==> src/design/md5bsh_pkg.sv <==
package md5bsh_pkg;

   // Request action codes.
   localparam logic [1:0] ACT_ABSORB        = 2'd0;
   localparam logic [1:0] ACT_ABSORB_DIGEST = 2'd1;
   localparam logic [1:0] ACT_DIGEST        = 2'd2;
   localparam logic [1:0] ACT_RESTART       = 2'd3;

   // The four MD5 working words.
   typedef struct packed {
      logic [31:0] a;
      logic [31:0] b;
      logic [31:0] c;
      logic [31:0] d;
   } md5bsh_words_type;

   localparam md5bsh_words_type CHAIN_INIT = '{
      a: 32'h67452301, b: 32'hefcdab89, c: 32'h98badcfe, d: 32'h10325476};

   localparam logic [31:0] ROUND_CONST [64] = '{
      32'hd76aa478, 32'he8c7b756, 32'h242070db, 32'hc1bdceee,
      32'hf57c0faf, 32'h4787c62a, 32'ha8304613, 32'hfd469501,
      32'h698098d8, 32'h8b44f7af, 32'hffff5bb1, 32'h895cd7be,
      32'h6b901122, 32'hfd987193, 32'ha679438e, 32'h49b40821,
      32'hf61e2562, 32'hc040b340, 32'h265e5a51, 32'he9b6c7aa,
      32'hd62f105d, 32'h02441453, 32'hd8a1e681, 32'he7d3fbc8,
      32'h21e1cde6, 32'hc33707d6, 32'hf4d50d87, 32'h455a14ed,
      32'ha9e3e905, 32'hfcefa3f8, 32'h676f02d9, 32'h8d2a4c8a,
      32'hfffa3942, 32'h8771f681, 32'h6d9d6122, 32'hfde5380c,
      32'ha4beea44, 32'h4bdecfa9, 32'hf6bb4b60, 32'hbebfbc70,
      32'h289b7ec6, 32'heaa127fa, 32'hd4ef3085, 32'h04881d05,
      32'hd9d4d039, 32'he6db99e5, 32'h1fa27cf8, 32'hc4ac5665,
      32'hf4292244, 32'h432aff97, 32'hab9423a7, 32'hfc93a039,
      32'h655b59c3, 32'h8f0ccc92, 32'hffeff47d, 32'h85845dd1,
      32'h6fa87e4f, 32'hfe2ce6e0, 32'ha3014314, 32'h4e0811a1,
      32'hf7537e82, 32'hbd3af235, 32'h2ad7d2bb, 32'heb86d391};

   // Rotate amounts, indexed by stage and the low two bits of the round.
   localparam logic [4:0] ROT_AMOUNT [16] = '{
      5'd7, 5'd12, 5'd17, 5'd22, 5'd5, 5'd9,  5'd14, 5'd20,
      5'd4, 5'd11, 5'd16, 5'd23, 5'd6, 5'd10, 5'd15, 5'd21};

   // Message word used by a given round.
   function automatic logic [3:0] msg_index(input logic [5:0] rnd);
      logic [3:0] lo;
      logic [3:0] idx;
      lo = rnd[3:0];
      unique case (rnd[5:4])
         2'd0: idx = lo;
         2'd1: idx = 4'(4'd5 * lo + 4'd1);
         2'd2: idx = 4'(4'd3 * lo + 4'd5);
         2'd3: idx = 4'(4'd7 * lo);
      endcase
      return idx;
   endfunction

   // Word-wise modulo 2^32 sum of two word sets.
   function automatic md5bsh_words_type words_add(input md5bsh_words_type x,
                                                  input md5bsh_words_type y);
      md5bsh_words_type s;
      s.a = x.a + y.a;
      s.b = x.b + y.b;
      s.c = x.c + y.c;
      s.d = x.d + y.d;
      return s;
   endfunction

endpackage

==> src/design/md5bsh_round.sv <==
module md5bsh_round
   import md5bsh_pkg::*;
(
   input  logic [5:0]       rnd_idx,
   input  md5bsh_words_type cur_words,
   input  logic [31:0]      msg_word,
   output md5bsh_words_type nxt_words
);

   logic [31:0] mix;
   logic [31:0] sum;
   logic [4:0]  shamt;
   logic [31:0] rotated;

   // Stage-dependent boolean mixing function.
   always_comb begin
      unique case (rnd_idx[5:4])
         2'd0: mix = (cur_words.b & cur_words.c) | (~cur_words.b & cur_words.d);
         2'd1: mix = (cur_words.b & cur_words.d) | (cur_words.c & ~cur_words.d);
         2'd2: mix = cur_words.b ^ cur_words.c ^ cur_words.d;
         2'd3: mix = cur_words.c ^ (cur_words.b | ~cur_words.d);
      endcase
   end

   // One MD5 step: add, rotate left, add, then rotate the word set.
   assign sum     = cur_words.a + mix + msg_word + ROUND_CONST[rnd_idx];
   assign shamt   = ROT_AMOUNT[{rnd_idx[5:4], rnd_idx[1:0]}];
   assign rotated = (sum << shamt) | (sum >> (6'd32 - {1'b0, shamt}));

   assign nxt_words.a = cur_words.d;
   assign nxt_words.b = cur_words.b + rotated;
   assign nxt_words.c = cur_words.b;
   assign nxt_words.d = cur_words.c;

endmodule

==> src/design/md5_byte_stream_hasher_unit.sv <==
// A byte that completes a 64-byte block keeps the unit busy while the block is
// compressed (load, 64 rounds on the shared round unit, final add). A digest
// runs the same steps on a copy, twice if the padding spills into a second block,
// after compressing any block the absorbed byte fills. The round unit sets the rate.
// The four words then leave at one beat per cycle while rsp_ready is high.
// Reset is synchronous: chaining words return to the MD5 constants, count to zero.
module md5_byte_stream_hasher_unit
   import md5bsh_pkg::*;
(
   input  logic        clock,
   input  logic        reset,
   input  logic        req_valid,
   output logic        req_ready,
   input  logic [1:0]  req_action,
   input  logic [7:0]  req_data_byte,
   output logic        rsp_valid,
   input  logic        rsp_ready,
   output logic [31:0] rsp_digest_word,
   output logic [1:0]  rsp_word_index,
   output logic        rsp_last_word
);

   typedef enum logic [2:0] {
      ST_IDLE,
      ST_FIN_START,
      ST_LOAD,
      ST_RUN,
      ST_ADD,
      ST_OUT
   } state_type;

   state_type        state_ff, state_in;
   md5bsh_words_type chain_ff, chain_in;
   md5bsh_words_type digest_ff, digest_in;
   md5bsh_words_type work_ff, work_in;
   md5bsh_words_type round_out;
   logic [63:0]      count_ff, count_in;
   logic [5:0]       rnd_ff, rnd_in;
   logic [6:0]       fill_ff, fill_in;
   logic             to_chain_ff, to_chain_in;
   logic             fin_pend_ff, fin_pend_in;
   logic             second_ff, second_in;
   logic             zero_blk_ff, zero_blk_in;
   logic             len_en_ff, len_en_in;
   logic [1:0]       idx_ff, idx_in;

   // Block buffer: sixteen little-endian words, written a byte lane at a time.
   logic [31:0]      buf_mem [16];
   logic [31:0]      rd_data_ff;
   logic [3:0]       rd_word_ff;
   logic [3:0]       rd_addr;
   logic             wr_en;
   logic [31:0]      msg_word;

   // Message word of the block under compression, with padding and length
   // laid over the buffer contents.
   function automatic logic [31:0] pad_word(input logic [31:0] raw,
                                            input logic [3:0]  widx,
                                            input logic [6:0]  fill,
                                            input logic        zero_blk,
                                            input logic        len_en,
                                            input logic [63:0] count);
      logic [31:0] w;
      logic [6:0]  pos;
      w = '0;
      for (int j = 0; j < 4; j++) begin
         pos = {1'b0, widx, 2'(j)};
         if (zero_blk) begin
            w[8*j +: 8] = 8'h00;
         end else if (pos < fill) begin
            w[8*j +: 8] = raw[8*j +: 8];
         end else if (pos == fill) begin
            w[8*j +: 8] = 8'h80;
         end else begin
            w[8*j +: 8] = 8'h00;
         end
      end
      if (len_en && widx == 4'd14) begin
         w = count[31:0];
      end else if (len_en && widx == 4'd15) begin
         w = count[63:32];
      end
      return w;
   endfunction

   assign rd_addr  = (state_ff == ST_LOAD) ? 4'd0 : msg_index(rnd_ff + 6'd1);
   assign msg_word = pad_word(rd_data_ff, rd_word_ff, fill_ff, zero_blk_ff, len_en_ff,
                              count_ff);

   // Buffer write on absorb, registered read of the next round's word.
   always_ff @(posedge clock) begin
      if (wr_en) begin
         buf_mem[count_ff[8:5]][8*count_ff[4:3] +: 8] <= req_data_byte;
      end
      rd_data_ff <= buf_mem[rd_addr];
      rd_word_ff <= rd_addr;
   end

   md5bsh_round u_round (
      .rnd_idx   (rnd_ff),
      .cur_words (work_ff),
      .msg_word  (msg_word),
      .nxt_words (round_out)
   );

   // Sequencer next-state logic.
   always_comb begin
      state_in    = state_ff;
      chain_in    = chain_ff;
      digest_in   = digest_ff;
      work_in     = work_ff;
      count_in    = count_ff;
      rnd_in      = rnd_ff;
      fill_in     = fill_ff;
      to_chain_in = to_chain_ff;
      fin_pend_in = fin_pend_ff;
      second_in   = second_ff;
      zero_blk_in = zero_blk_ff;
      len_en_in   = len_en_ff;
      idx_in      = idx_ff;
      wr_en       = 1'b0;
      unique case (state_ff)
         ST_IDLE: begin
            if (req_valid) begin
               unique case (req_action)
                  ACT_RESTART: begin
                     chain_in = CHAIN_INIT;
                     count_in = '0;
                  end
                  ACT_DIGEST: begin
                     state_in = ST_FIN_START;
                  end
                  ACT_ABSORB, ACT_ABSORB_DIGEST: begin
                     wr_en    = 1'b1;
                     count_in = count_ff + 64'd8;
                     if (count_ff[8:3] == 6'd63) begin
                        // Full block: compress into the chaining words first.
                        state_in    = ST_LOAD;
                        to_chain_in = 1'b1;
                        fill_in     = 7'd64;
                        zero_blk_in = 1'b0;
                        len_en_in   = 1'b0;
                        fin_pend_in = (req_action == ACT_ABSORB_DIGEST);
                     end else if (req_action == ACT_ABSORB_DIGEST) begin
                        state_in = ST_FIN_START;
                     end
                  end
               endcase
            end
         end
         ST_FIN_START: begin
            // Digest works on a copy; the running state stays untouched.
            state_in    = ST_LOAD;
            digest_in   = chain_ff;
            fill_in     = {1'b0, count_ff[8:3]};
            to_chain_in = 1'b0;
            zero_blk_in = 1'b0;
            len_en_in   = (count_ff[8:3] < 6'd56);
            second_in   = !(count_ff[8:3] < 6'd56);
         end
         ST_LOAD: begin
            state_in = ST_RUN;
            work_in  = to_chain_ff ? chain_ff : digest_ff;
            rnd_in   = '0;
         end
         ST_RUN: begin
            work_in = round_out;
            rnd_in  = rnd_ff + 6'd1;
            if (rnd_ff == 6'd63) begin
               state_in = ST_ADD;
            end
         end
         ST_ADD: begin
            if (to_chain_ff) begin
               chain_in = words_add(chain_ff, work_ff);
               if (fin_pend_ff) begin
                  fin_pend_in = 1'b0;
                  state_in    = ST_FIN_START;
               end else begin
                  state_in = ST_IDLE;
               end
            end else begin
               digest_in = words_add(digest_ff, work_ff);
               if (second_ff) begin
                  // Padding spilled over: one more block of zeros and length.
                  second_in   = 1'b0;
                  zero_blk_in = 1'b1;
                  len_en_in   = 1'b1;
                  state_in    = ST_LOAD;
               end else begin
                  idx_in   = '0;
                  state_in = ST_OUT;
               end
            end
         end
         ST_OUT: begin
            if (rsp_ready) begin
               idx_in = idx_ff + 2'd1;
               if (idx_ff == 2'd3) begin
                  state_in = ST_IDLE;
               end
            end
         end
         default: begin
            state_in = ST_IDLE;
         end
      endcase
   end

   // State and datapath registers.
   always_ff @(posedge clock) begin
      if (reset) begin
         state_ff    <= ST_IDLE;
         chain_ff    <= CHAIN_INIT;
         count_ff    <= '0;
         rnd_ff      <= '0;
         fin_pend_ff <= 1'b0;
         second_ff   <= 1'b0;
         idx_ff      <= '0;
      end else begin
         state_ff    <= state_in;
         chain_ff    <= chain_in;
         count_ff    <= count_in;
         rnd_ff      <= rnd_in;
         fin_pend_ff <= fin_pend_in;
         second_ff   <= second_in;
         idx_ff      <= idx_in;
      end
      digest_ff   <= digest_in;
      work_ff     <= work_in;
      fill_ff     <= fill_in;
      to_chain_ff <= to_chain_in;
      zero_blk_ff <= zero_blk_in;
      len_en_ff   <= len_en_in;
   end

   // Handshake and result beat.
   assign req_ready      = (state_ff == ST_IDLE);
   assign rsp_valid      = (state_ff == ST_OUT);
   assign rsp_word_index = idx_ff;
   assign rsp_last_word  = (idx_ff == 2'd3);

   always_comb begin
      unique case (idx_ff)
         2'd0: rsp_digest_word = digest_ff.a;
         2'd1: rsp_digest_word = digest_ff.b;
         2'd2: rsp_digest_word = digest_ff.c;
         2'd3: rsp_digest_word = digest_ff.d;
      endcase
   end

endmodule

==> config.mk <==
export PLATFORM = sky130hd
export DESIGN_NAME = md5_byte_stream_hasher_unit
export DESIGN_NICKNAME = d
export VERILOG_FILES = /design/src/design/md5bsh_pkg.sv /design/src/design/md5bsh_round.sv /design/src/design/md5_byte_stream_hasher_unit.sv
export SDC_FILE = /design/constraint.sdc
export NUM_CORES = 2
export LEC_CHECK = 0
export BUFFER_PORTS_ARGS = -buffer_cell sky130_fd_sc_hd__buf_2
export CAP_MARGIN = 30
export CORE_AREA = 3 3 358 360
export CTS_BUF_LIST = sky130_fd_sc_hd__clkbuf_16
export DETAILED_ROUTE_END_ITERATION = 6
export DIE_AREA = 0 0 361 363
export PLACE_DENSITY = 0.7
export SLEW_MARGIN = 20
export SYNTH_ARGS = -nofsm -noshare
export SYNTH_HDL_FRONTEND = slang
export SYNTH_HIERARCHICAL = 1
export SYNTH_SLANG_ARGS = --single-unit
==> constraint.sdc <==
create_clock -name clock -period 12.5 [get_ports clock]
set_input_delay 1.25 -clock clock [delete_from_list [all_inputs] [get_ports clock]]
set_output_delay 1.25 -clock clock [all_outputs]
set_load 0.02 [all_outputs]
## After elaboration in Yosys (flattened, before gate mapping)

Memory sizes are Yosys's and may differ from the RTL's. A register that Yosys moved wholly into a read port is not among the register bits.
Cells that the tools add are included.

- Add/subtract/negate cells: 19
- $mul: 3
- Magnitude comparators: 7
- Equality and inequality tests: 38
- Shift-type cells: 4
- Muxes and demuxes: 74
- Bitwise operators: 15
- Reduce and logical (&&, ||, !) cells: 24

Operator list:

| kind | number |
|---|---|
| $pmux 128 s2 | 3 |
| $mux 128 | 5 |
| $add 32x32->32 | 12 |
| $pmux 32 s4 | 2 |
| $mux 32 | 5 |
| $and 32x32->32 | 4 |
| $or 32x32->32 | 4 |
| $pmux 64 s2 | 1 |
| $mux 8 | 12 |
| $xor 32x32->32 | 3 |
| $add 64x4->64 const B | 1 |
| $not 32->32 | 2 |
| $neg 5->34 | 1 |
| $shift 8x34->32 const A | 1 |
| $shiftx 8x34->32 | 1 |
| $shl 32x5->32 | 1 |
| $shr 32x6->32 | 1 |
| $eq 6x7->1 | 4 |
| $lt 6x7->1 | 4 |
| $mux 3 | 8 |
| $mux 7 | 3 |
| $mux 1 | 18 |
| $pmux 3 s6 | 1 |
| $eq 2x2->1 const B | 8 |
| other kinds (44) | 79 |

- Flip-flop bits (word level): 475
- Memory bits (writable): 512
- ROM bits: 2128
- Output and inout port bits: 37
- Memories kept: 3

Memory list:

| name | depth | bits a word | rd ports | clocked after memory_dff | wr ports | RTL line | RTL |
|---|---|---|---|---|---|---|---|
| (name not given) | 64 | 32 | 1 | 0 | 0 | md5bsh_round.sv:26 | `assign sum = cur_words.a + mix + msg_word + ROUND_CONST[rnd_idx];` |
| buf_mem | 16 | 32 | 1 | 1 | 1 | md5_byte_stream_hasher_unit.sv:48 | `logic [31:0] buf_mem [16];` |
| (name not given) | 16 | 5 | 1 | 0 | 0 | md5bsh_round.sv:27 | `assign shamt = ROT_AMOUNT[{rnd_idx[5:4], rnd_idx[1:0]}];` |

## Logic depth before layout (Yosys ltp)

- Depth in word-level cells: 12
- Depth in mapped cells: 43

## By module

The synthesis kept the hierarchy.

By module, submodules not included:

| module | instances | cells each | area an instance (sq um) | sequential area each (sq um) |
|---|---|---|---|---|
| md5_byte_stream_hasher_unit | 1 | 5469 | 54662.4 | 28096.9 |
| md5bsh_round | 1 | 2130 | 14219.9 | 0.0 |

## Worst setup path before layout

No wires, ideal clock.

- Kind: register to register
- Start: register state_ff[0]
- End: register digest_ff[0] (netlist bit), enable pin
- Setup time: 792 ps
- Data arrival time: 10399 ps
- Data required time: 11708 ps
- Path slack: 1309 ps
- Cell stages (with the launch flop): 8
- Period minus slack after synthesis: 11191 ps
- Path through: dfxtp_1 > clkbuf_1 > nor2_1 > nand2_1 > clkbuf_1 > clkbuf_1 > clkbuf_1 > o21ai_0

- Cells in the longest elaborated chain, start to end: 3

RTL lines:

| element | RTL line | RTL |
|---|---|---|
| start, declared | md5_byte_stream_hasher_unit.sv:32 | `state_type state_ff, state_in;` |
| start signal, assigned | md5_byte_stream_hasher_unit.sv:221 | `state_ff <= state_in;` |
| $eq 3x3->1 or $eq 3x1->1 (tied branches) | md5_byte_stream_hasher_unit.sv:122 | `unique case (state_ff)` |
| $ne 2x2->1 (no source line) or $reduce_bool 2->1 (tied branches) | -- |  |
| $reduce_and 2->1 (no source line) * | -- |  |
| end signal, assigned | md5_byte_stream_hasher_unit.sv:229 | `digest_ff <= digest_in;` |
| end, declared | md5_byte_stream_hasher_unit.sv:34 | `md5bsh_words_type digest_ff, digest_in;` |

Mark *: on every way between the ends. The rest lies on a longest branch, timed or not.
A chain may end at the register's enable or synchronous reset.

==> impl_metrics.json <==
{
  "cp.required_ns": 12.96,
  "yosys-top-cells-area": "edfxtp_1, dfxtp_1, ha_1, nand2_1, o21ai_0",
  "grtUsageTotal_pct": 35.52,
  "drive_gt1_share_pct": 5.886,
  "synth_top_area_share_pct": 33.87,
  "cts_buffer_depth": 3,
  "worst_ep_arrival_time_ns": 10.76,
  "fp.dieH_um": 363,
  "switchingPower_mw": 3.980,
  "synth_area_um2": 68880,
  "wl_per_cell_um": 26.40,
  "ys_types": 114,
  "vias_per_cell": 6.615,
  "seq_power_share_pct": 35.0,
  "numCtsBuffers": 103,
  "tritoncts": "yes",
  "syn_area_per_cell_um2": 9.065,
  "slowest_stage": "dfxtp_2",
  "worst_slew_pin_slew_ns": 1.064,
  "overflow": 0,
  "dp_hpwl_um": 172900,
  "cp_common_cell": "a21oi_1",
  "max-slew-margin-rel_pct": 27.01,
  "timing.final.ws_setup_ns": 2.196,
  "pre_cts_slack_ns": 2.449,
  "drc": 5,
  "fin_worst_skew_ns": 0.06562,
  "critPathMaxFanout": 51,
  "violations": "design-rule violations",
  "switching_share_pct": 36.51,
  "vias": 60070,
  "path_class": "reg -> reg",
  "ant_nets": 0,
  "area_growth_pct": 6.230,
  "grt_pass1_wl_um": 354700,
  "period_needed_ns": 10.30,
  "io_pins": 51,
  "netlist_instances": 7599,
  "hold_class": "reg -> reg",
  "port_buffers": 50,
  "clock_sinks": 1015,
  "dr.pass1.iters": 7,
  "post_cts_resized": 0,
  "outcome": "complete, but fails checks",
  "yosys_warnings": 6,
  "p_clk_share_pct": 29.3,
  "rows": 130,
  "die_x_um": 361,
  "antenna_found_initial": 12,
  "syn-num-nets": 8065,
  "synth_top_cell_by_area": "edfxtp_1",
  "power.internal_mw": 6.919,
  "grt_max_degree": 103,
  "grt_setup_unrepaired": "no",
  "vdd_ir_drop_max_mv": 0.1125,
  "ctsHoldBuffers": 0,
  "place_congestion": 1.038,
  "ys_seq_elements": 1015,
  "setup_tns_ns": 0,
  "grt_pass1_vias": 55160,
  "layout.cells.most_common": "nand2_1",
  "end_kind": "flip-flop",
  "drtIter0Drc": 7994,
  "final_cell_mix": "nand2_1, edfxtp_1, o21ai_0",
  "wl_um": 239700,
  "fin_crit_sh_pct": 82.43,
  "setup_viol": 0,
  "core_area_um2": 125400,
  "hold_viol": 0,
  "regArea_um2": 28110,
  "max_freq_ghz": 0.09705,
  "synth_ff_type": "edfxtp_1",
  "leakagePower_nw": 28.35,
  "multiInputGateArea_um2": 37470,
  "maxCapViolCount": 0,
  "worstSkewPairLatency_ns": 0.75,
  "initial_utilization_pct": 54.93,
  "htreeDepth": 3,
  "fin_area_um2": 73170,
  "fin_nets": 7801,
  "clockRootBuffer": "clkbuf_16",
  "slew_violations": 0,
  "fillers": 10830,
  "power_frac_comb_pct": 35.7,
  "synthArstFlopShare_pct": 0,
  "seq_area_frac_synth_pct": 40.79,
  "dieArea_um2": 131000,
  "placed_cell_area_um2": 69540,
  "cpPeakStageDelay_ns": 0.65,
  "start_kind": "flip-flop",
  "clkTransAtPathRegs_ns": 0.06,
  "p_per_area_nw_per_um2": 148.9,
  "cts_setup_buffers": 0,
  "synth_edf_count": 777
}
[cells in the mapped netlist, types with 17 or more instances]
cell / number
o211ai_1: 48
buf_2: 23
a211oi_1: 64
xnor2_1: 206
nor3b_1: 19
or3_1: 38
o21bai_1: 42
dfxtp_1: 238
edfxtp_1: 777
a222oi_1: 35
o311ai_0: 17
xor2_1: 163
mux2i_1: 229
clkbuf_1: 331
buf_1: 45
nor2_1: 558
o21ai_0: 605
a21oi_1: 528
inv_1: 261
a221oi_1: 39
a31oi_1: 80
mux2_2: 25
ha_1: 380
or2_2: 22
nand3_1: 309
nand2_1: 1193
o21a_1: 45
nand2b_1: 107
fa_1: 72
buf_4: 99
a211o_1: 18
nor2b_1: 46
a21o_1: 136
a311oi_1: 112
a22oi_1: 40
o22ai_1: 47
and3_1: 119
o221ai_1: 19
nor3_1: 101
nand4_1: 27
o31ai_1: 33
and2_1: 53
[worst paths after layout]
kind / from / to / depth (start not counted) / slack (ns)
max: rnd_ff[2] / work_ff[94] / 36 / 2.20
min: chain_ff[0] / chain_ff[0] / 2 / 0.50
max reg2reg: rnd_ff[2] / work_ff[94] / 36 / 2.20
min reg2reg: chain_ff[0] / chain_ff[0] / 2 / 0.50
[cells by family after synthesis]
family,after synthesis,share of synthesized area [%]
AOI/OAI and AO/OA,2050,18.84
xor gates and xnor gates,371,4.748
adders and majority gates,452,8.995
buffers and inverters,778,5.004
DFF,1015,40.79
muxes,270,4.265
and+or+nand+nor,2663,17.36
[worst max-delay path, delay by kind of cell (launching register included)]
family / cells / cell delay (ns)
mux: 1 / 0.29
simple gates: 8 / 1.32
xor+xnor: 2 / 0.24
flops: 1 / 0.65
compound gates: 19 / 5.13
buf+inv: 2 / 0.66
fa+ha+maj: 4 / 1.68
[layout make-up]
type,count,share of cell area (%)
antenna,7,0.02394
sequential,1015,38.41
inverter,266,1.383
clock inverter,88,1.111
multi-input combinational,5806,51.21
clock buffer,107,3.659
timing repair buffer,143,1.378
tap,1650,2.821
[stage by stage]
stage	hold slack [ns]	cells	total power, mW	utilization, %
2_1_floorplan	0.4607	7599	6.556	-
3_3_place_gp	0.4753	8864	7.620	55.41
3_5_place_dp	0.4886	8867	7.644	55.45
4_1_cts	0.4984	9062	10.82	58.24
5_1_grt	0.5316	9076	11.37	58.34
6_report	0.5006	9082	10.90	58.35
[state kept, by name, indices dropped and copies added (netlist names)]
register	cells
count_ff	61
zero_blk_ff	1
digest_ff	128
to_chain_ff	1
rsp_word_index	2
second_ff	1
fin_pend_ff	1
rd_data_ff	32
work_ff	128
chain_ff	128
len_en_ff	1
buf_mem	512
rd_word_ff	4
state_ff	3
rnd_ff	6
fill_ff	6
[metal layers]
metal	global-route usage (%)	wire, µm	vias to the layer above	part of all wire [%]
met5	0	24	-	0.010
met4	12.32	8925	6	3.7
met3	8.198	29790	547	12
met2	53.10	102900	3487	43
met1	50.70	98090	28930	41
li1	-	-	27100	-
[power by group through the flow]
stage                     clock [mW]  sequential [mW]  combinational, mW
after floorplan                    0             3.85               2.71
after global placement             0             3.88               3.74
after detailed placement           0             3.88               3.76
after CTS                       3.22             3.81               3.79
after global routing            3.36             3.81               4.19
final                           3.19             3.81               3.89
Power figures use the tool's default switching activity.
